==> src/design/buddy_block_allocator_unit_macros.svh <==
// Assertion macros for the buddy block allocator
`ifndef BUDDY_BLOCK_ALLOCATOR_UNIT_MACROS_SVH
`define BUDDY_BLOCK_ALLOCATOR_UNIT_MACROS_SVH

// same-cycle implication, sampled on clk, masked during reset
`define BBA_ASSERT_NOW(lbl, ante, cons, msg) \
  lbl: assert property (@(posedge clk) disable iff (!rst_n) (ante) |-> (cons)) else $error(msg);

// next-cycle implication
`define BBA_ASSERT_NEXT(lbl, ante, cons, msg) \
  lbl: assert property (@(posedge clk) disable iff (!rst_n) (ante) |=> (cons)) else $error(msg);

`endif

==> src/design/bba_pkg.sv <==
// Shared types and constants of the buddy block allocator
package bba_pkg;

  localparam int SLOT_COUNT = 512;
  localparam int SLOT_W     = 9;
  localparam int SIZE_W     = 15;
  localparam int OFF_W      = 14;
  localparam int MIN_SHIFT  = 5;
  localparam int MAX_SHIFT  = 14;
  localparam logic [SIZE_W-1:0] MIN_BLOCK = 15'd32;
  localparam logic [SIZE_W-1:0] MAX_BLOCK = 15'd16384;

  localparam logic       MODE_ALLOC = 1'b0;
  localparam logic       MODE_FREE  = 1'b1;

  localparam logic [1:0] STAT_OK      = 2'd0;
  localparam logic [1:0] STAT_NOSPACE = 2'd1;
  localparam logic [1:0] STAT_BADADDR = 2'd2;

  typedef enum logic [3:0] {
    S_CLR,
    S_IDLE,
    S_ARD,
    S_AEV,
    S_ASPLIT,
    S_ABT,
    S_FRD,
    S_FEV,
    S_FCHK,
    S_FBEV,
    S_FWLO,
    S_DONE
  } state_t;

  typedef struct packed {
    logic              we;
    logic [SLOT_W-1:0] waddr;
    logic [SIZE_W-1:0] wdata;
    logic              re;
    logic [SLOT_W-1:0] raddr;
  } mem_req_t;

  typedef struct packed {
    logic [1:0]        status;
    logic [OFF_W-1:0]  granted_offset;
    logic [SIZE_W-1:0] block_bytes;
  } res_t;

  // smallest power of two, at least MIN_BLOCK, that holds req (req <= MAX_BLOCK)
  function automatic logic [SIZE_W-1:0] calc_need(input logic [SIZE_W-1:0] req);
    logic [SIZE_W-1:0] n;
    n = MAX_BLOCK;
    for (int i = MAX_SHIFT; i >= MIN_SHIFT; i--) begin
      if (req <= (SIZE_W'(1) << i)) n = SIZE_W'(1) << i;
    end
    return n;
  endfunction

endpackage

==> src/design/bba_if.sv <==
// Valid/ready channel interfaces for requests and results
interface bba_in_if;
  logic                        valid;
  logic                        ready;
  logic                        mode;
  logic [bba_pkg::SIZE_W-1:0]  request_size;
  logic [bba_pkg::OFF_W-1:0]   block_offset;
  modport source (output valid, mode, request_size, block_offset, input ready);
  modport sink   (input valid, mode, request_size, block_offset, output ready);
endinterface


==> src/design/bba_ctrl.sv <==
// Allocation search and free merge sequencer over the control table
`include "buddy_block_allocator_unit_macros.svh"

module bba_ctrl (
  input  logic                          clk,
  input  logic                          rst_n,
  bba_in_if.sink                        in_ch,
  output logic                          res_valid,
  output bba_pkg::res_t                 res,
  input  logic                          res_ready,
  output bba_pkg::mem_req_t             mem_req,
  input  logic [bba_pkg::SIZE_W-1:0]    mem_rdata
);
  bba_pkg::state_t state_r, state_nxt;
  logic [bba_pkg::SLOT_W-1:0] slot_r, slot_nxt, clr_r, clr_nxt;
  logic [bba_pkg::SIZE_W-1:0] sz_r, sz_nxt, need_r, need_nxt;
  logic [bba_pkg::OFF_W-1:0]  off_r, off_nxt;
  bba_pkg::res_t              res_r, res_nxt;

  logic                       accept;
  logic [bba_pkg::SIZE_W-1:0] esz, half;
  logic [bba_pkg::SLOT_W-1:0] units, half_units;
  logic a_hit, a_take, a_split, a_desc, at_root, is_left, f_bad, f_stop;

  assign accept     = in_ch.valid && in_ch.ready;
  assign esz        = {mem_rdata[bba_pkg::SIZE_W-1:1], 1'b0};
  assign half       = sz_r >> 1;
  assign units      = sz_r[bba_pkg::OFF_W-1:bba_pkg::MIN_SHIFT];
  assign half_units = half[bba_pkg::OFF_W-1:bba_pkg::MIN_SHIFT];
  assign a_hit      = (esz == sz_r);
  assign a_take     = a_hit && !mem_rdata[0] && (sz_r == need_r);
  assign a_split    = a_hit && !mem_rdata[0] && (sz_r != need_r);
  assign a_desc     = !a_hit && (esz != '0) && (esz <= sz_r) && (half >= need_r);
  assign at_root    = (sz_r >= bba_pkg::MAX_BLOCK);
  assign is_left    = ((slot_r & units) == '0);
  assign f_bad      = (mem_rdata == '0) || !mem_rdata[0];
  assign f_stop     = (sz_r >= bba_pkg::MAX_BLOCK) || (units == '0);

  always_comb begin
    state_nxt = state_r;
    case (state_r)
      bba_pkg::S_CLR:    if (clr_r == '1) state_nxt = bba_pkg::S_IDLE;
      bba_pkg::S_IDLE: begin
        if (accept) begin
          if (in_ch.mode == bba_pkg::MODE_ALLOC) begin
            state_nxt = (in_ch.request_size > bba_pkg::MAX_BLOCK) ?
                        bba_pkg::S_DONE : bba_pkg::S_ARD;
          end else begin
            state_nxt = (in_ch.block_offset[bba_pkg::MIN_SHIFT-1:0] != '0) ?
                        bba_pkg::S_DONE : bba_pkg::S_FRD;
          end
        end
      end
      bba_pkg::S_ARD:    state_nxt = bba_pkg::S_AEV;
      bba_pkg::S_AEV: begin
        if (a_take)       state_nxt = bba_pkg::S_DONE;
        else if (a_split) state_nxt = bba_pkg::S_ASPLIT;
        else if (a_desc)  state_nxt = bba_pkg::S_ARD;
        else              state_nxt = bba_pkg::S_ABT;
      end
      bba_pkg::S_ASPLIT: state_nxt = bba_pkg::S_ARD;
      bba_pkg::S_ABT: begin
        if (at_root)      state_nxt = bba_pkg::S_DONE;
        else if (is_left) state_nxt = bba_pkg::S_ARD;
      end
      bba_pkg::S_FRD:    state_nxt = bba_pkg::S_FEV;
      bba_pkg::S_FEV:    state_nxt = f_bad ? bba_pkg::S_DONE : bba_pkg::S_FCHK;
      bba_pkg::S_FCHK:   state_nxt = f_stop ? bba_pkg::S_DONE : bba_pkg::S_FBEV;
      bba_pkg::S_FBEV:   state_nxt = (mem_rdata != sz_r) ? bba_pkg::S_DONE : bba_pkg::S_FWLO;
      bba_pkg::S_FWLO:   state_nxt = bba_pkg::S_FCHK;
      bba_pkg::S_DONE:   if (res_ready) state_nxt = bba_pkg::S_IDLE;
      default:           state_nxt = bba_pkg::S_CLR;
    endcase
  end

  always_comb begin
    slot_nxt = slot_r;
    sz_nxt   = sz_r;
    need_nxt = need_r;
    off_nxt  = off_r;
    res_nxt  = res_r;
    clr_nxt  = clr_r;
    mem_req  = '0;
    case (state_r)
      bba_pkg::S_CLR: begin
        mem_req.we    = 1'b1;
        mem_req.waddr = clr_r;
        mem_req.wdata = (clr_r == '0) ? bba_pkg::MAX_BLOCK : '0;
        clr_nxt       = clr_r + 1'b1;
      end
      bba_pkg::S_IDLE: begin
        if (accept) begin
          res_nxt  = '{status: bba_pkg::STAT_NOSPACE, granted_offset: '0, block_bytes: '0};
          slot_nxt = '0;
          sz_nxt   = bba_pkg::MAX_BLOCK;
          need_nxt = bba_pkg::calc_need(in_ch.request_size);
          off_nxt  = in_ch.block_offset;
          if (in_ch.mode == bba_pkg::MODE_FREE) begin
            res_nxt.status = bba_pkg::STAT_BADADDR;
            slot_nxt = in_ch.block_offset[bba_pkg::OFF_W-1:bba_pkg::MIN_SHIFT];
          end
        end
      end
      bba_pkg::S_ARD: begin
        mem_req.re    = 1'b1;
        mem_req.raddr = slot_r;
      end
      bba_pkg::S_AEV: begin
        if (a_take) begin
          mem_req.we    = 1'b1;
          mem_req.waddr = slot_r;
          mem_req.wdata = sz_r | bba_pkg::SIZE_W'(1);
          res_nxt = '{status: bba_pkg::STAT_OK,
                      granted_offset: {slot_r, bba_pkg::MIN_SHIFT'(0)},
                      block_bytes: need_r};
        end else if (a_split) begin
          mem_req.we    = 1'b1;
          mem_req.waddr = slot_r;
          mem_req.wdata = half;
        end else if (a_desc) begin
          sz_nxt = half;
        end
      end
      bba_pkg::S_ASPLIT: begin
        mem_req.we    = 1'b1;
        mem_req.waddr = slot_r | half_units;
        mem_req.wdata = half;
        sz_nxt        = half;
      end
      bba_pkg::S_ABT: begin
        if (!at_root) begin
          if (is_left) begin
            slot_nxt = slot_r | units;
          end else begin
            slot_nxt = slot_r & ~units;
            sz_nxt   = sz_r << 1;
          end
        end
      end
      bba_pkg::S_FRD: begin
        mem_req.re    = 1'b1;
        mem_req.raddr = slot_r;
      end
      bba_pkg::S_FEV: begin
        if (!f_bad) begin
          mem_req.we    = 1'b1;
          mem_req.waddr = slot_r;
          mem_req.wdata = esz;
          sz_nxt        = esz;
        end
      end
      bba_pkg::S_FCHK: begin
        if (f_stop) begin
          res_nxt = '{status: bba_pkg::STAT_OK, granted_offset: off_r, block_bytes: sz_r};
        end else begin
          mem_req.re    = 1'b1;
          mem_req.raddr = slot_r ^ units;
        end
      end
      bba_pkg::S_FBEV: begin
        if (mem_rdata != sz_r) begin
          res_nxt = '{status: bba_pkg::STAT_OK, granted_offset: off_r, block_bytes: sz_r};
        end else begin
          mem_req.we    = 1'b1;
          mem_req.waddr = slot_r | units;
          mem_req.wdata = '0;
          slot_nxt      = slot_r & ~units;
          sz_nxt        = sz_r << 1;
        end
      end
      bba_pkg::S_FWLO: begin
        mem_req.we    = 1'b1;
        mem_req.waddr = slot_r;
        mem_req.wdata = sz_r;
      end
      default: ;
    endcase
  end

  assign in_ch.ready = (state_r == bba_pkg::S_IDLE);
  assign res_valid   = (state_r == bba_pkg::S_DONE);
  assign res         = res_r;

  always_ff @(posedge clk) begin
    if (!rst_n) begin
      state_r <= bba_pkg::S_CLR;
      clr_r   <= '0;
    end else begin
      state_r <= state_nxt;
      clr_r   <= clr_nxt;
    end
  end

  always_ff @(posedge clk) begin
    slot_r <= slot_nxt;
    sz_r   <= sz_nxt;
    need_r <= need_nxt;
    off_r  <= off_nxt;
    res_r  <= res_nxt;
  end

  `BBA_ASSERT_NOW(a_no_rw_clash, mem_req.we && mem_req.re, mem_req.waddr != mem_req.raddr, "table read and write hit the same entry")
  `BBA_ASSERT_NOW(a_size_nonzero, state_r == bba_pkg::S_ARD || state_r == bba_pkg::S_AEV || state_r == bba_pkg::S_ABT, sz_r != '0, "search node size is zero")
  `BBA_ASSERT_NEXT(a_leave_idle, accept, state_r != bba_pkg::S_IDLE, "accepted beat left the sequencer idle")
endmodule

==> src/flat_wrapper.sv <==
// flat-port wrapper written by rule: the top's interface ports become plain ports
module bba_ctrl_flat 
  (clk, rst_n, res_valid, res, res_ready, mem_req, mem_rdata, in_ch_valid, in_ch_mode, in_ch_request_size, in_ch_block_offset, in_ch_ready);
  bba_in_if in_ch_i ();
  input  logic clk;
  input  logic rst_n;
  output logic res_valid;
  output bba_pkg::res_t res;
  input  logic res_ready;
  output bba_pkg::mem_req_t mem_req;
  input  logic [bba_pkg::SIZE_W-1:0] mem_rdata;
  input wire logic [$bits(in_ch_i.valid)-1:0] in_ch_valid;
  input wire logic [$bits(in_ch_i.mode)-1:0] in_ch_mode;
  input wire logic [$bits(in_ch_i.request_size)-1:0] in_ch_request_size;
  input wire logic [$bits(in_ch_i.block_offset)-1:0] in_ch_block_offset;
  output wire logic [$bits(in_ch_i.ready)-1:0] in_ch_ready;
  assign in_ch_i.valid = in_ch_valid;
  assign in_ch_i.mode = in_ch_mode;
  assign in_ch_i.request_size = in_ch_request_size;
  assign in_ch_i.block_offset = in_ch_block_offset;
  assign in_ch_ready = in_ch_i.ready;
  bba_ctrl u_core (.clk(clk), .rst_n(rst_n), .in_ch(in_ch_i), .res_valid(res_valid), .res(res), .res_ready(res_ready), .mem_req(mem_req), .mem_rdata(mem_rdata));
endmodule
==> config.mk <==
export PLATFORM = sky130hd
export DESIGN_NAME = bba_ctrl_flat
export DESIGN_NICKNAME = d
export VERILOG_FILES = /design/src/design/bba_pkg.sv /design/src/design/bba_if.sv /design/src/design/bba_ctrl.sv /design/src/flat_wrapper.sv
export VERILOG_INCLUDE_DIRS = /design/src /design/src/design
export SDC_FILE = /design/constraint.sdc
export NUM_CORES = 1
export LEC_CHECK = 0
export BUFFER_PORTS_ARGS = -buffer_cell sky130_fd_sc_hd__clkbuf_2
export CAP_MARGIN = 15
export CORE_AREA = 2 2 109 111
export DETAILED_ROUTE_END_ITERATION = 10
export DIE_AREA = 0 0 111 113
export PLACE_DENSITY = 0.8
export SLEW_MARGIN = 15
export SYNTH_ARGS = -nofsm -noshare
export SYNTH_HDL_FRONTEND = slang
export SYNTH_SLANG_ARGS = --single-unit
==> constraint.sdc <==
create_clock -name clk -period 10.5 [get_ports clk]
set_clock_uncertainty 0.15 [all_clocks]
set_input_delay 1.575 -clock clk [delete_from_list [all_inputs] [get_ports clk]]
set_output_delay 1.575 -clock clk [all_outputs]
set_load 0.02 [all_outputs]
==> impl_metrics.csv <==
group,metric,value,unit
synth,yosys.area.top_type,"edfxtp_1",
setup_path,crit_chain,"clkbuf_2 > ha_1 > nand4_1 > nor4_1 > nand3_1 > o211ai_1 > clkbuf_2",
timing,slew_headroom,24.2,%
timing,worst_slack,4.56,ns
routing,viasPerCell,6.60,
synth,synthCells,617,
setup_path,cpMostUsedCell,"clkbuf_2",
placed_design,numPlacedInstances,844,
pwr,internal_power,0.768,mW
synth,synth.distinct_cells,61,
outcome,status,"complete, no violations",
cts,ctsResizeCount,0,
pwr,powerDensity,167,nW/um^2
timing,period_share,56.6,%
setup_path,ff2ff_setup_slack,6.16,ns
floorplan,num_io_pins,117,
layout,fin_nets,815,
synth,yosysSeqAreaShare,42.6,%
setup_path,cp_max_fo,11,
synth,async_reset_ff_share,0,%
floorplan,core,11300,um^2
placed_design,place_hpwl,13300,um
pwr,irDropWorstVdd,106,uV
cts,post-cts-setup-buffers,0,
global_routing,grt_max_degree,32,
layout,final_cell_mix,"116 x clkbuf_2, 79 x edfxtp_1, 55 x inv_1",
cts,cts.clk_slew.worst_paths,0.07,ns
cts,root_buffer,"clkbuf_16",
routing,drc,0,
cts,clk_latency,0.35,ns
setup_path,critical_path.max_stage_delay,0.79,ns
setup_path,arrival,4.22,ns
job,max_cap_viol_count,0,
timing,finalSetupTns,0,ns
pwr,p_comb_share,27.6,%
routing,drtIter0Drc,758,
pwr,p_sw,0.433,mW
pwr,total_power,1.20,mW
routing,vias,5679,
layout,fin_cells,861,
cts,postCtsHoldBufs,0,
timing,tightestPinTransition,1.13,ns
floorplan,die_h,113,um
setup_path,cp.required,8.78,ns
layout,n_antenna_cell,0,
floorplan,die_width,111,um
pwr,swShare,36.1,%
placed_design,place_congestion,1.04,
layout,drive_above_1_share,22.0,%
routing,dr.pass1.iters,6,
synth,synthesis.nets,719,
timing,hold_viol,0,
timing,max_clock_freq,0.168,GHz
synth,synth.avg_cell_area,10.0,um^2
global_routing,grt-ovfl-total,0,
placed_design,pre_cts_ws,4.69,ns
synth,synthTopCellsByArea,"edfxtp_1 38%, ha_1 11%, dfxtp_1 4.2%",
pwr,seqPwrFrac,44.8,%
cts,cts.sinks,92,
cts,cts_made_buffers,9,
timing,slew_violations,0,
layout,syn_to_final_growth,16.3,%
routing,drt-total-wl,19100,um
placed_design,place_area,6860,um^2
timing,holdWs,0.384,ns
setup_path,critical-path-slowest-cell,"nor4_1",
pwr,p_leak,3.22,nW
layout,final_util,63.7,%
routing,ant_nets,0,
global_routing,grt_pass1_vias,5554,
setup_path,end_kind,"output pin",
floorplan,start_util,54.8,%
worst_hold_path,hold_path_class,"reg2reg",
synth,yosysWarnings,0,
synth,synth_edf_count,79,
global_routing,grt.total_usage,30.4,%
timing,fin_crit,5.94,ns
setup_path,critPathLaunchType,"input port",
floorplan,fp.dieArea,12500,um^2
routing,wire_per_inst,22.2,um
cts,clock_path_buffers,2,
layout,design_area,7180,um^2
layout,final_common_cell,"clkbuf_2",
global_routing,grt_first_pass_wirelength,29700,um
synth,yosysTopAreaCellShare,38.4,%
placed_design,port_buffers,116,
global_routing,antenna_found_initial,0,
timing,rsz0062_at_grt,"no",
synth,synth_area,6180,um^2
pwr,clkPwrFrac,27.6,%
timing,setup_viol,0,
setup_path,worstSetupPathType,"in2out",
synth,synth_flop_cell,"edfxtp_1",
cts,cts_tree,"yes",
floorplan,row_count,39,
synth,synth-seq-cells,92,
cts,h-tree-depth,3,
cells in the mapped netlist, types with 13 or more instances:
cell      count
edfxtp_1     79
inv_1        55
ha_1         53
clkbuf_1     38
nand2_1      32
nor2_1       30
a22o_1       28
and3_1       24
a21oi_1      21
a22oi_1      19
o21ai_0      19
a222oi_1     17
nor3_1       15
xnor2_1      15
dfxtp_1      13
metal layers:
metal | track usage, % | routed length (um)
met3 | 5.68 | 2190
met2 | 48.5 | 8840
met5 | 0 | 0
met1 | 39.6 | 7170
met4 | 16.8 | 883
final timing paths:
check,start,endpoint,cells past startpoint
setup reg to reg,u_core.sz_r[13],u_core.res[24],9
hold reg to reg,u_core.off_r[11],u_core.res[26],1
hold / removal,u_core.off_r[11],u_core.res[26],1
setup / recovery,mem_rdata[8],mem_req[28],7
registers in the layout, summed over array words and instances (netlist names):
name	cells
u_core.slot_r	9
u_core.off_r	14
u_core.clr_r	9
u_core.res	31
u_core.sz_r	15
u_core.state_r	4
u_core.need_r	10
cell families (layout without fill, tap and decap cells):
family / Yosys count / after routing / synth area share, %
flops: 92 / 92 / 42.6
buf+inv: 97 / 198 / 6.01
mux: 12 / 12 / 1.98
simple gates: 188 / 188 / 16.7
compound gates: 156 / 156 / 19.2
xor+xnor: 19 / 19 / 2.69
fa+ha+maj: 53 / 53 / 10.7
final cells by class:
type | count | area, um^2
well taps | 143 | 179
flip-flops and latches | 92 | 2630
clock inverters | 7 | 72.6
inverters | 55 | 206
repair buffers | 127 | 671
fillers | 906 | 4090
multi-input cells | 428 | 3200
clock buffers | 9 | 225
critical path, delay by kind of cell:
kind / cells / cell delay (ns)
adders and majority gates: 1 / 0.32
buffers and inverters: 2 / 0.36
and+or+nand+nor: 3 / 1.55
AOI/OAI and AO/OA: 1 / 0.41
power groups by stage:
stage               Combinational, mW  Sequential, mW  Clock, mW
floorplan                       0.218           0.512          0
global placement                0.307           0.535          0
detailed placement              0.319           0.538          0
CTS                             0.323           0.531      0.334
global route                    0.363           0.540      0.349
finish                          0.332           0.538      0.331
Power figures use the tool's default switching activity.
