$ cat src/design/buddy_block_allocator_unit_macros.svh
// Assertion macros for the buddy block allocator
`ifndef BUDDY_BLOCK_ALLOCATOR_UNIT_MACROS_SVH
`define BUDDY_BLOCK_ALLOCATOR_UNIT_MACROS_SVH

// same-cycle implication, sampled on clk, masked during reset
`define BBA_ASSERT_NOW(lbl, ante, cons, msg) \
  lbl: assert property (@(posedge clk) disable iff (!rst_n) (ante) |-> (cons)) else $error(msg);

// next-cycle implication
`define BBA_ASSERT_NEXT(lbl, ante, cons, msg) \
  lbl: assert property (@(posedge clk) disable iff (!rst_n) (ante) |=> (cons)) else $error(msg);

`endif

$ cat src/design/bba_ram.sv
// Generic single-write, single-read RAM with registered read data
module bba_ram #(
  parameter int WIDTH = 8,
  parameter int DEPTH = 16
) (
  input  logic                     clk,
  input  logic                     we,
  input  logic [$clog2(DEPTH)-1:0] waddr,
  input  logic [WIDTH-1:0]         wdata,
  input  logic                     re,
  input  logic [$clog2(DEPTH)-1:0] raddr,
  output logic [WIDTH-1:0]         rdata
);
  logic [WIDTH-1:0] mem [DEPTH];

  always_ff @(posedge clk) begin
    if (we) mem[waddr] <= wdata;
    if (re) rdata <= mem[raddr];
  end
endmodule

$ cat config.mk
export PLATFORM = sky130hd
export DESIGN_NAME = bba_ram
export DESIGN_NICKNAME = d
export VERILOG_FILES = /design/src/design/buddy_block_allocator_unit_macros.svh /design/src/design/bba_ram.sv
export SDC_FILE = /design/constraint.sdc
export NUM_CORES = 1
export LEC_CHECK = 0
export BUFFER_PORTS_ARGS = -buffer_cell sky130_fd_sc_hd__buf_2
export CAP_MARGIN = 20
export CORE_MARGIN = 1.5
export CORE_UTILIZATION = 40
export CTS_CLUSTER_DIAMETER = 50
export DETAILED_ROUTE_END_ITERATION = 7
export PLACE_DENSITY = 0.61
export SETUP_SLACK_MARGIN = 0.15
export SYNTH_ARGS = -nofsm -noshare
export SYNTH_HDL_FRONTEND = slang
export SYNTH_SLANG_ARGS = --single-unit
export TNS_END_PERCENT = 100
$ cat constraint.sdc
create_clock -name clk -period 2.2 [get_ports clk]
set_input_delay 0.66 -clock clk [delete_from_list [all_inputs] [get_ports clk]]
set_output_delay 0.66 -clock clk [all_outputs]
set_load 0.05 [all_outputs]
==> flow_metrics.env, run 1 <==
export IMPL_status="finished, final reports clean"
export IMPL_max_slew_margin_pct=71.9
export IMPL_clkSinkCount=136
export IMPL_htree_levels=4
export IMPL_cp_startpoint="raddr[0]"
export IMPL_crit_required_ns=2.34
export IMPL_rows=41
export IMPL_tightestPinTransition_ns=0.421
export IMPL_grt_max_degree=27
export IMPL_port_buffer_count=26
export IMPL_whs_ns=0.619
export IMPL_synth_xor_area_share_pct=0
export IMPL_rrSetupSlack_ns=0.70
export IMPL_drc_errors=0
export IMPL_crit_path_end_kind="register"
export IMPL_cts_buffer_depth=2
export IMPL_wl_per_cell_um=21.1
export IMPL_power_density_nw_per_um2=931
export IMPL_power_uw=5910
export IMPL_yosysSeqAreaShare_pct=78.1
export IMPL_gp_congestion=0.821
export IMPL_synth_top_family_by_area="multiplexers"
export IMPL_grt_met3_usage_pct=5.16
export IMPL_drt_total_wl_um=10200
export IMPL_num_antenna_cells=0
export IMPL_fin_tns_setup_ns=0
export IMPL_antenna_found_initial=0
export IMPL_hp_class="in2reg"
export IMPL_clkTransAtPathRegs_ns=0.06
export IMPL_vias=2519
export IMPL_setup_viol=0
export IMPL_yosys_area_share_simple_pct=3.14
export IMPL_via_per_inst=5.22
export IMPL_cts_root_buf="clkbuf_16"
export IMPL_first_pass_iters=4
export IMPL_die_h_um=117
export IMPL_start_util_pct=41.3
export IMPL_maxCapViolations=0
export IMPL_synth_area_per_cell_um2=22.8
export IMPL_cts_buffers=17
export IMPL_dp_hpwl_um=6740
export IMPL_track_usage_pct=16.0
export IMPL_max_vdd_ir_drop_mv=0.606
export IMPL_hold_buffers=0
export IMPL_p_leak_uw=0.00218
export IMPL_insertion_delay_ns=0.40
export IMPL_yosys_top_cells_area="edfxtp_1, mux4_2, mux4_1, a22oi_1, nor2_1"
export IMPL_nets=317
export IMPL_grt_use_met1_pct=22.2
export IMPL_endpoint="rdata[7]$_DFFE_PP_"
export IMPL_synth_top_area_share_pct=78.1
export IMPL_fin_crit_ns=1.83
export IMPL_die_area_um2=13800
export IMPL_die_w_um=117
export IMPL_ant_nets=0
export IMPL_synth_fp_nets=248
export IMPL_clock_skew_ns=0.00600
export IMPL_placed_area_um2=5780
export IMPL_grt_pass1_vias=2602
export IMPL_ys_async_sr_fraction_pct=0
export IMPL_cts_tree="done"
export IMPL_synth_fa_ha_area_share_pct=0
export IMPL_synth_largest_area_cell="edfxtp_1"
export IMPL_critPathLaunchType="input pin"
export IMPL_critPathKind="in2reg"
export IMPL_ys_seq_elements=136
export IMPL_synthesis_area_um2=5230
export IMPL_synthMuxAreaShare_pct=14.8
export IMPL_drt_iter0_drc=256
export IMPL_ys_flop_type="edfxtp_1"
export IMPL_period_share_pct=83.1
export IMPL_use_met2_pct=24.2
export IMPL_grt_pass1_wl_um=15700
export IMPL_synth_compound_gate_area_share_pct=2.30
export IMPL_post_cts_resize_count=0
export IMPL_final_util_pct=50.1
export IMPL_yosysUniqueCellTypes=18
export IMPL_r2r_cells=3
export IMPL_synth_edff_count=136
export IMPL_synth_cells=229
export IMPL_fillers=1025
export IMPL_drive_above_1_share_pct=35.4
export IMPL_hold_viol=0
export IMPL_worstReg2RegStart="mem[1][0]$_DFFE_PP_"
export IMPL_grt_most_used_layer="met2"
export IMPL_cts_setup_buffers=0
export IMPL_yosys_warnings=0
export IMPL_io_pins=27
export IMPL_cp_max_fo=19
export IMPL_area_growth_syn_to_layout_pct=21.4
export IMPL_worstPathArrival_ns=1.97
export IMPL_slew_violations=0
export IMPL_rsz0062_at_grt="no"
export IMPL_rr_endpoint="rdata[0]$_DFFE_PP_"
export IMPL_whs_path_depth=1
export IMPL_coreArea_um2=12700
export IMPL_fin_area_um2=6350
export IMPL_fmax_ghz=0.547
export IMPL_grt_overflow=0
==> worst min-delay path by stage <==
stage,from,end,slack [ns]
after floorplan,mem[7][0]$_DFFE_PP_,rdata[0]$_DFFE_PP_,0.70
after global placement,mem[12][1]$_DFFE_PP_,rdata[1]$_DFFE_PP_,0.73
after detailed placement,mem[12][4]$_DFFE_PP_,rdata[4]$_DFFE_PP_,0.74
after CTS,re,rdata[4]$_DFFE_PP_,0.61
after global routing,re,rdata[2]$_DFFE_PP_,0.61
final,re,rdata[4]$_DFFE_PP_,0.62
==> where the power goes <==
group | switching [uW] | leakage [uW] | total, uW | internal (uW)
Clock | 990 | 0.000276 | 2650 | 1660
Combinational | 200 | 0.000664 | 331 | 130
Sequential | 14.2 | 0.00124 | 2930 | 2920
==> flip-flops by register name (all words and copies together) (netlist names) <==
signal	count
mem	128
rdata	8
==> final cells by class <==
cell class	instances	area, um2	share of cell area, %
clock buffer	19	433	6.82
clock inverter	13	131	2.07
multi-input combinational	83	1060	16.7
sequential	136	4080	64.3
tap	172	215	3.39
timing repair buffer	60	423	6.66
==> worst max-delay path: stages <==
cell and delay, ns:
buf_2 0.12, buf_12 0.18, buf_4 0.13, mux4_2 0.48
a22oi_1 0.29, nand2_1 0.09
==> metal layers <==
metal	vias up	share of wire [%]
met5	-	0
met4	0	0.70
met1	1311	43
met2	86	50
met3	4	6.6
li1	1118	-
==> kinds of logic (layout without fill, tap and decap cells) <==
logic type | count (synthesis) | count (layout)
buffers and inverters | 10 | 92
AND/OR/NAND/NOR | 35 | 35
flip-flops | 136 | 136
AO/OA/AOI/OAI | 16 | 16
multiplexers | 32 | 32
==> cell usage in the layout, fill, tap and decap left out, types with 2 or more instances in the layout <==
cell,count
clkbuf_1,2
a22oi_1,16
clkbuf_16,17
clkinvlp_4,2
edfxtp_1,136
nand3b_1,2
buf_12,3
nor2_1,13
clkinv_4,3
buf_4,31
mux4_2,18
nor3_1,3
mux4_1,14
buf_2,26
bufinv_16,2
clkinv_2,6
nand2_1,9
nand2b_1,2
==> synth_stat cells (2+ instances only) <==
master	count
buf_2	3
edfxtp_1	136
nand2b_1	2
nand2_1	9
nand3b_1	2
mux4_2	18
buf_6	3
mux4_1	14
nor3_1	4
a22oi_1	16
nor2_1	13
clkdlybuf4s25_2	3
==> stage by stage <==
stage	worst slack, ns	cells
floorplan	0.258	229
global route	0.344	483
detailed placement	-0.0302	451
global placement	-0.0768	451
CTS	0.400	483
finish	0.371	483
Power figures use the tool's default switching activity.
==> inputs of run 2 (changes only) <==
--- a/config.mk
+++ b/config.mk
@@ -11,7 +11,7 @@
 export CORE_UTILIZATION = 40
 export CTS_CLUSTER_DIAMETER = 50
 export DETAILED_ROUTE_END_ITERATION = 7
-export PLACE_DENSITY = 0.61
+export PLACE_DENSITY = 0.59
 export SETUP_SLACK_MARGIN = 0.15
 export SYNTH_ARGS = -nofsm -noshare
 export SYNTH_HDL_FRONTEND = slang
==> constraint.sdc (replaced) <==
create_clock -name clk -period 1.7 [get_ports clk]
set_input_delay 0.51 -clock clk [delete_from_list [all_inputs] [get_ports clk]]
set_output_delay 0.51 -clock clk [all_outputs]
set_load 0.05 [all_outputs]
==> flow_metrics.env, run 2 (synthesis results as in run 1) <==
export IMPL_fmax_ghz=0.652
export IMPL_nets=321
export IMPL_largest_reg_flops=128
export IMPL_maxCapViolations=0
export IMPL_crit_slowest_cell="edfxtp_1"
export IMPL_htree_levels=4
export IMPL_period_share_pct=90.2
export IMPL_vias=2452
export IMPL_cts_root_buf="clkbuf_16"
export IMPL_antenna_found_initial=1
export IMPL_fin_tns_setup_ns=0
export IMPL_drive_above_1_share_pct=44.4
export IMPL_rows=41
export IMPL_num_antenna_cells=0
export IMPL_cts_buffers=17
export IMPL_grt_pass1_vias=2668
export IMPL_use_met2_pct=24.2
export IMPL_coreArea_um2=12700
export IMPL_reg_top3="mem (128), rdata (8)"
export IMPL_cp_max_fo=1
export IMPL_crit_required_ns=1.19
export IMPL_power_uw=8090
export IMPL_max_vdd_ir_drop_mv=0.684
export IMPL_grt_most_used_layer="met2"
export IMPL_max_stage_delay_ns=0.43
export IMPL_max_slew_margin_pct=44.5
export IMPL_gp_congestion=0.710
export IMPL_hp_class="in2reg"
export IMPL_worstPathArrival_ns=1.02
export IMPL_power_density_nw_per_um2=1230
export IMPL_slew_violations=0
export IMPL_port_buffer_count=26
export IMPL_io_pins=27
export IMPL_dp_hpwl_um=6310
export IMPL_crit_chain="buf_6"
export IMPL_hold_viol=0
export IMPL_wl_per_cell_um=20.4
export IMPL_first_pass_iters=5
export IMPL_clkTransAtPathRegs_ns=0.06
export IMPL_grt_met3_usage_pct=5.06
export IMPL_setup_viol=0
export IMPL_via_per_inst=5.03
export IMPL_crit_path_end_kind="output port"
export IMPL_area_growth_syn_to_layout_pct=26.0
export IMPL_top_register="mem"
export IMPL_grt_overflow=0
export IMPL_p_leak_uw=0.00221
export IMPL_cts_tree="done"
export IMPL_grt_pass1_wl_um=15200
export IMPL_rsz0062_at_grt="yes"
export IMPL_drt_iter0_drc=202
export IMPL_grt_use_met1_pct=20.3
export IMPL_die_h_um=117
export IMPL_critPathKind="reg2out"
export IMPL_die_w_um=117
export IMPL_fin_crit_ns=1.53
export IMPL_fillers=996
export IMPL_hold_buffers=0
export IMPL_insertion_delay_ns=0.41
export IMPL_cp_top_family="flip-flops"
export IMPL_path_buf_inv=1
export IMPL_track_usage_pct=15.4
export IMPL_clock_skew_ns=0.0132
export IMPL_start_util_pct=41.3
export IMPL_mostFrequentLayoutCell="edfxtp_1"
export IMPL_grt_max_degree=20
export IMPL_drt_total_wl_um=9920
export IMPL_drc_errors=0
export IMPL_tightestPinTransition_ns=0.829
export IMPL_cts_buffer_depth=2
export IMPL_clkSinkCount=136
export IMPL_layout_common_cells="edfxtp_1, mux4_2, buf_4"
export IMPL_status="finished, final reports clean"
export IMPL_die_area_um2=13800
export IMPL_ant_nets=0
export IMPL_critPathLaunchType="register"
[run 2: changes by cell type in the layout (fill, tap and decap cells not counted), moves of 5 or more]
cell and change:
mux4_1 -13, mux4_2 +13, a22oi_1 -7, buf_12 +7
buf_2 -5, a22oi_2 +7
[run 2: worst paths after layout]
path	from	end	slack (ns)	cells after the start
hold reg to reg	mem[6][4]$_DFFE_PP_	rdata[4]$_DFFE_PP_	0.75	3
hold / removal	re	rdata[0]$_DFFE_PP_	0.48	1
setup reg to reg	mem[15][5]$_DFFE_PP_	rdata[5]$_DFFE_PP_	0.32	3
setup / recovery	rdata[6]$_DFFE_PP_	rdata[6]	0.17	1
[run 2: per-layer routing]
layer  routed length [um]  share of wire, %
met2                 4920                50
met1                 4350                44
met5                   16              0.16
met4                  108               1.1
met3                  525               5.3
[run 2: stage by stage]
step / setup WS (ns) / area (um2) / utilization, % / hold WS, ns / cells
5_1_grt: 0.120 / 6590 / 52.0 / 0.476 / 487
3_3_place_gp: -0.488 / 5820 / 45.9 / 0.730 / 448
3_5_place_dp: -0.443 / 5820 / 45.9 / 0.748 / 448
6_report: 0.167 / 6590 / 52.0 / 0.476 / 487
4_1_cts: 0.141 / 6540 / 51.6 / 0.462 / 485
2_1_floorplan: -0.0104 / 5250 / - / 0.609 / 229
[run 2: final cells by class]
cell class                 instances  area [um2]  area share [%]
sequential                       136        4080            62.0
multi-input combinational         83        1080            16.4
timing repair buffer              64         586            8.89
clock buffer                      17         425            6.46
tap                              172         215            3.27
clock inverter                    15         196            2.98
[run 2: repair_timing]
item                                   in CTS  in global routing
setup endpoints to repair                   7                  7
resized for setup                          11                  7
pin swaps                                   1                  1
cloned                                      0                  1
endpoints found under the hold margin       0                  0
setup buffers                               5                  1
[run 2: power by group]
part / internal (uW) / switching (uW) / leakage [uW] / total [uW]
logic: 212 / 272 / 0.000677 / 484
registers: 3780 / 19.7 / 0.00124 / 3800
clock network: 2460 / 1350 / 0.000300 / 3800
total: 6450 / 1640 / 0.00221 / 8090
==> inputs of run 3 (changes only) <==
--- a/config.mk
+++ b/config.mk
@@ -13,6 +13,7 @@
 export DETAILED_ROUTE_END_ITERATION = 7
 export PLACE_DENSITY = 0.59
 export SETUP_SLACK_MARGIN = 0.15
+export SLEW_MARGIN = 25
 export SYNTH_ARGS = -nofsm -noshare
 export SYNTH_HDL_FRONTEND = slang
 export SYNTH_SLANG_ARGS = --single-unit
==> constraint.sdc (replaced) <==
create_clock -name clk -period 1.5 [get_ports clk]
set_input_delay 0.45 -clock clk [delete_from_list [all_inputs] [get_ports clk]]
set_output_delay 0.45 -clock clk [all_outputs]
set_load 0.05 [all_outputs]
==> flow_metrics.env, run 3 (synthesis results as in run 1) <==
export IMPL_grt_most_used_layer="met2"
export IMPL_cts_buffer_depth=2
export IMPL_max_vdd_ir_drop_mv=0.774
export IMPL_slew_violations=0
export IMPL_cp_top_family="flip-flops"
export IMPL_ant_nets=0
export IMPL_max_slew_margin_pct=59.0
export IMPL_cp_max_fo=1
export IMPL_insertion_delay_ns=0.40
export IMPL_fillers=971
export IMPL_die_w_um=117
export IMPL_clkSinkCount=136
export IMPL_placed_area_um2=6010
export IMPL_whs_path_depth=1
export IMPL_first_pass_iters=4
export IMPL_fin_crit_ns=1.46
export IMPL_dp_hpwl_um=6780
export IMPL_grt_met3_usage_pct=3.84
export IMPL_cts_buffers=17
export IMPL_crit_path_end_kind="output port"
export IMPL_tightestPinTransition_ns=0.613
export IMPL_htree_levels=4
export IMPL_final_util_pct=53.8
export IMPL_coreArea_um2=12700
export IMPL_port_buffer_count=26
export IMPL_p_leak_uw=0.00224
export IMPL_worstPathArrival_ns=1.01
export IMPL_fmax_ghz=0.686
export IMPL_power_density_nw_per_um2=1290
export IMPL_gp_congestion=0.684
export IMPL_track_usage_pct=17.0
export IMPL_hold_end="rdata[7]$_DFFE_PP_"
export IMPL_start_util_pct=41.3
export IMPL_cts_root_buf="clkbuf_16"
export IMPL_hp_class="in2reg"
export IMPL_setup_viol=0
export IMPL_die_h_um=117
export IMPL_drt_iter0_drc=242
export IMPL_grt_use_met1_pct=22.3
export IMPL_period_share_pct=97.2
export IMPL_clock_skew_ns=0.00542
export IMPL_power_uw=8810
export IMPL_r2r_cells=3
export IMPL_drive_above_1_share_pct=49.5
export IMPL_max_stage_delay_ns=0.43
export IMPL_rr_endpoint="rdata[0]$_DFFE_PP_"
export IMPL_grt_max_degree=19
export IMPL_grt_pass1_wl_um=16700
export IMPL_rsz0062_at_grt="yes"
export IMPL_crit_required_ns=1.05
export IMPL_grt_pass1_vias=2743
export IMPL_rrSetupSlack_ns=0.09
export IMPL_use_met2_pct=28.0
export IMPL_hold_viol=0
export IMPL_wl_per_cell_um=22.1
export IMPL_reg_top3="mem (128), rdata (8)"
export IMPL_cts_tree="done"
export IMPL_drc_errors=0
export IMPL_drt_total_wl_um=10800
export IMPL_area_growth_syn_to_layout_pct=30.5
export IMPL_mostFrequentLayoutCell="edfxtp_1"
export IMPL_status="finished, final reports clean"
export IMPL_worstReg2RegStart="mem[3][0]$_DFFE_PP_"
export IMPL_stdcell_count=489
export IMPL_maxCapViolations=0
export IMPL_top_register="mem"
export IMPL_layout_common_cells="edfxtp_1, mux4_2, buf_12"
export IMPL_dp_cells=451
export IMPL_critPathLaunchType="register"
export IMPL_via_per_inst=5.21
export IMPL_hold_start="re"
export IMPL_largest_reg_flops=128
export IMPL_nets=323
export IMPL_crit_slowest_cell="edfxtp_1"
export IMPL_fin_area_um2=6820
export IMPL_io_pins=27
export IMPL_antenna_found_initial=0
export IMPL_crit_chain="buf_6"
export IMPL_clkTransAtPathRegs_ns=0.06
export IMPL_path_buf_inv=1
export IMPL_critPathKind="reg2out"
export IMPL_num_antenna_cells=0
export IMPL_die_area_um2=13800
export IMPL_vias=2546
export IMPL_grt_overflow=0
export IMPL_rows=41
## run 3: cell count changes in the layout (fill, tap and decap cells not counted), moves of 3 or more
cell and change:
a22oi_1 -7, buf_12 +10, inv_6 -4, buf_6 +5
a22oi_2 +7, clkinv_1 +3, buf_2 -4, nor2_1 -9
buf_4 -10, nor2_4 +7
## run 3: worst max path at each step
stage / cells past startpoint / startpoint / to
after global placement: 5 / raddr[0] / rdata[0]$_DFFE_PP_
after CTS: 1 / rdata[6]$_DFFE_PP_ / rdata[6]
after floorplan: 5 / raddr[0] / rdata[1]$_DFFE_PP_
after detailed placement: 5 / raddr[0] / rdata[0]$_DFFE_PP_
after global routing: 1 / rdata[6]$_DFFE_PP_ / rdata[6]
final: 1 / rdata[6]$_DFFE_PP_ / rdata[6]
## run 3: report_power, final
part           internal, uW  switching, uW  total, uW
Clock                  2410           1460       3870
Sequential             4280           27.3       4310
Combinational           287            342        630
Total                  6980           1830       8810
## run 3: layout make-up
cell class                      instances  area (um2)  share of cell area [%]
Clock inverter                         15         136                    2.00
Timing Repair Buffer                   66         777                    11.4
Sequential cell                       136        4080                    59.9
Multi-Input combinational cell         83        1180                    17.4
Clock buffer                           17         425                    6.24
Tap cell                              172         215                    3.15
## run 3: stage by stage
stage | setup slack, ns | hold slack [ns] | setup TNS (ns)
finish | 0.0418 | 0.434 | 0
global route | 0.00395 | 0.423 | 0
CTS | 0.0152 | 0.429 | 0
detailed placement | -0.550 | 0.738 | -15.49
global placement | -0.541 | 0.727 | -13.50
floorplan | -0.150 | 0.549 | -1.86
## run 3: what timing repair did
action | in CTS | in global routing
hold buffers | 0 | 0
setup buffers | 4 | 0
setup endpoints to repair | 16 | 16
gates cloned | 2 | 0
gates resized for setup | 37 | 3
pin swaps | 5 | 1
## run 3: routing by layer
layer | vias to the layer above | wire (um)
met5 | - | 0
met4 | 0 | 131
met3 | 8 | 758
met2 | 97 | 5590
met1 | 1318 | 4320
li1 | 1123 | -
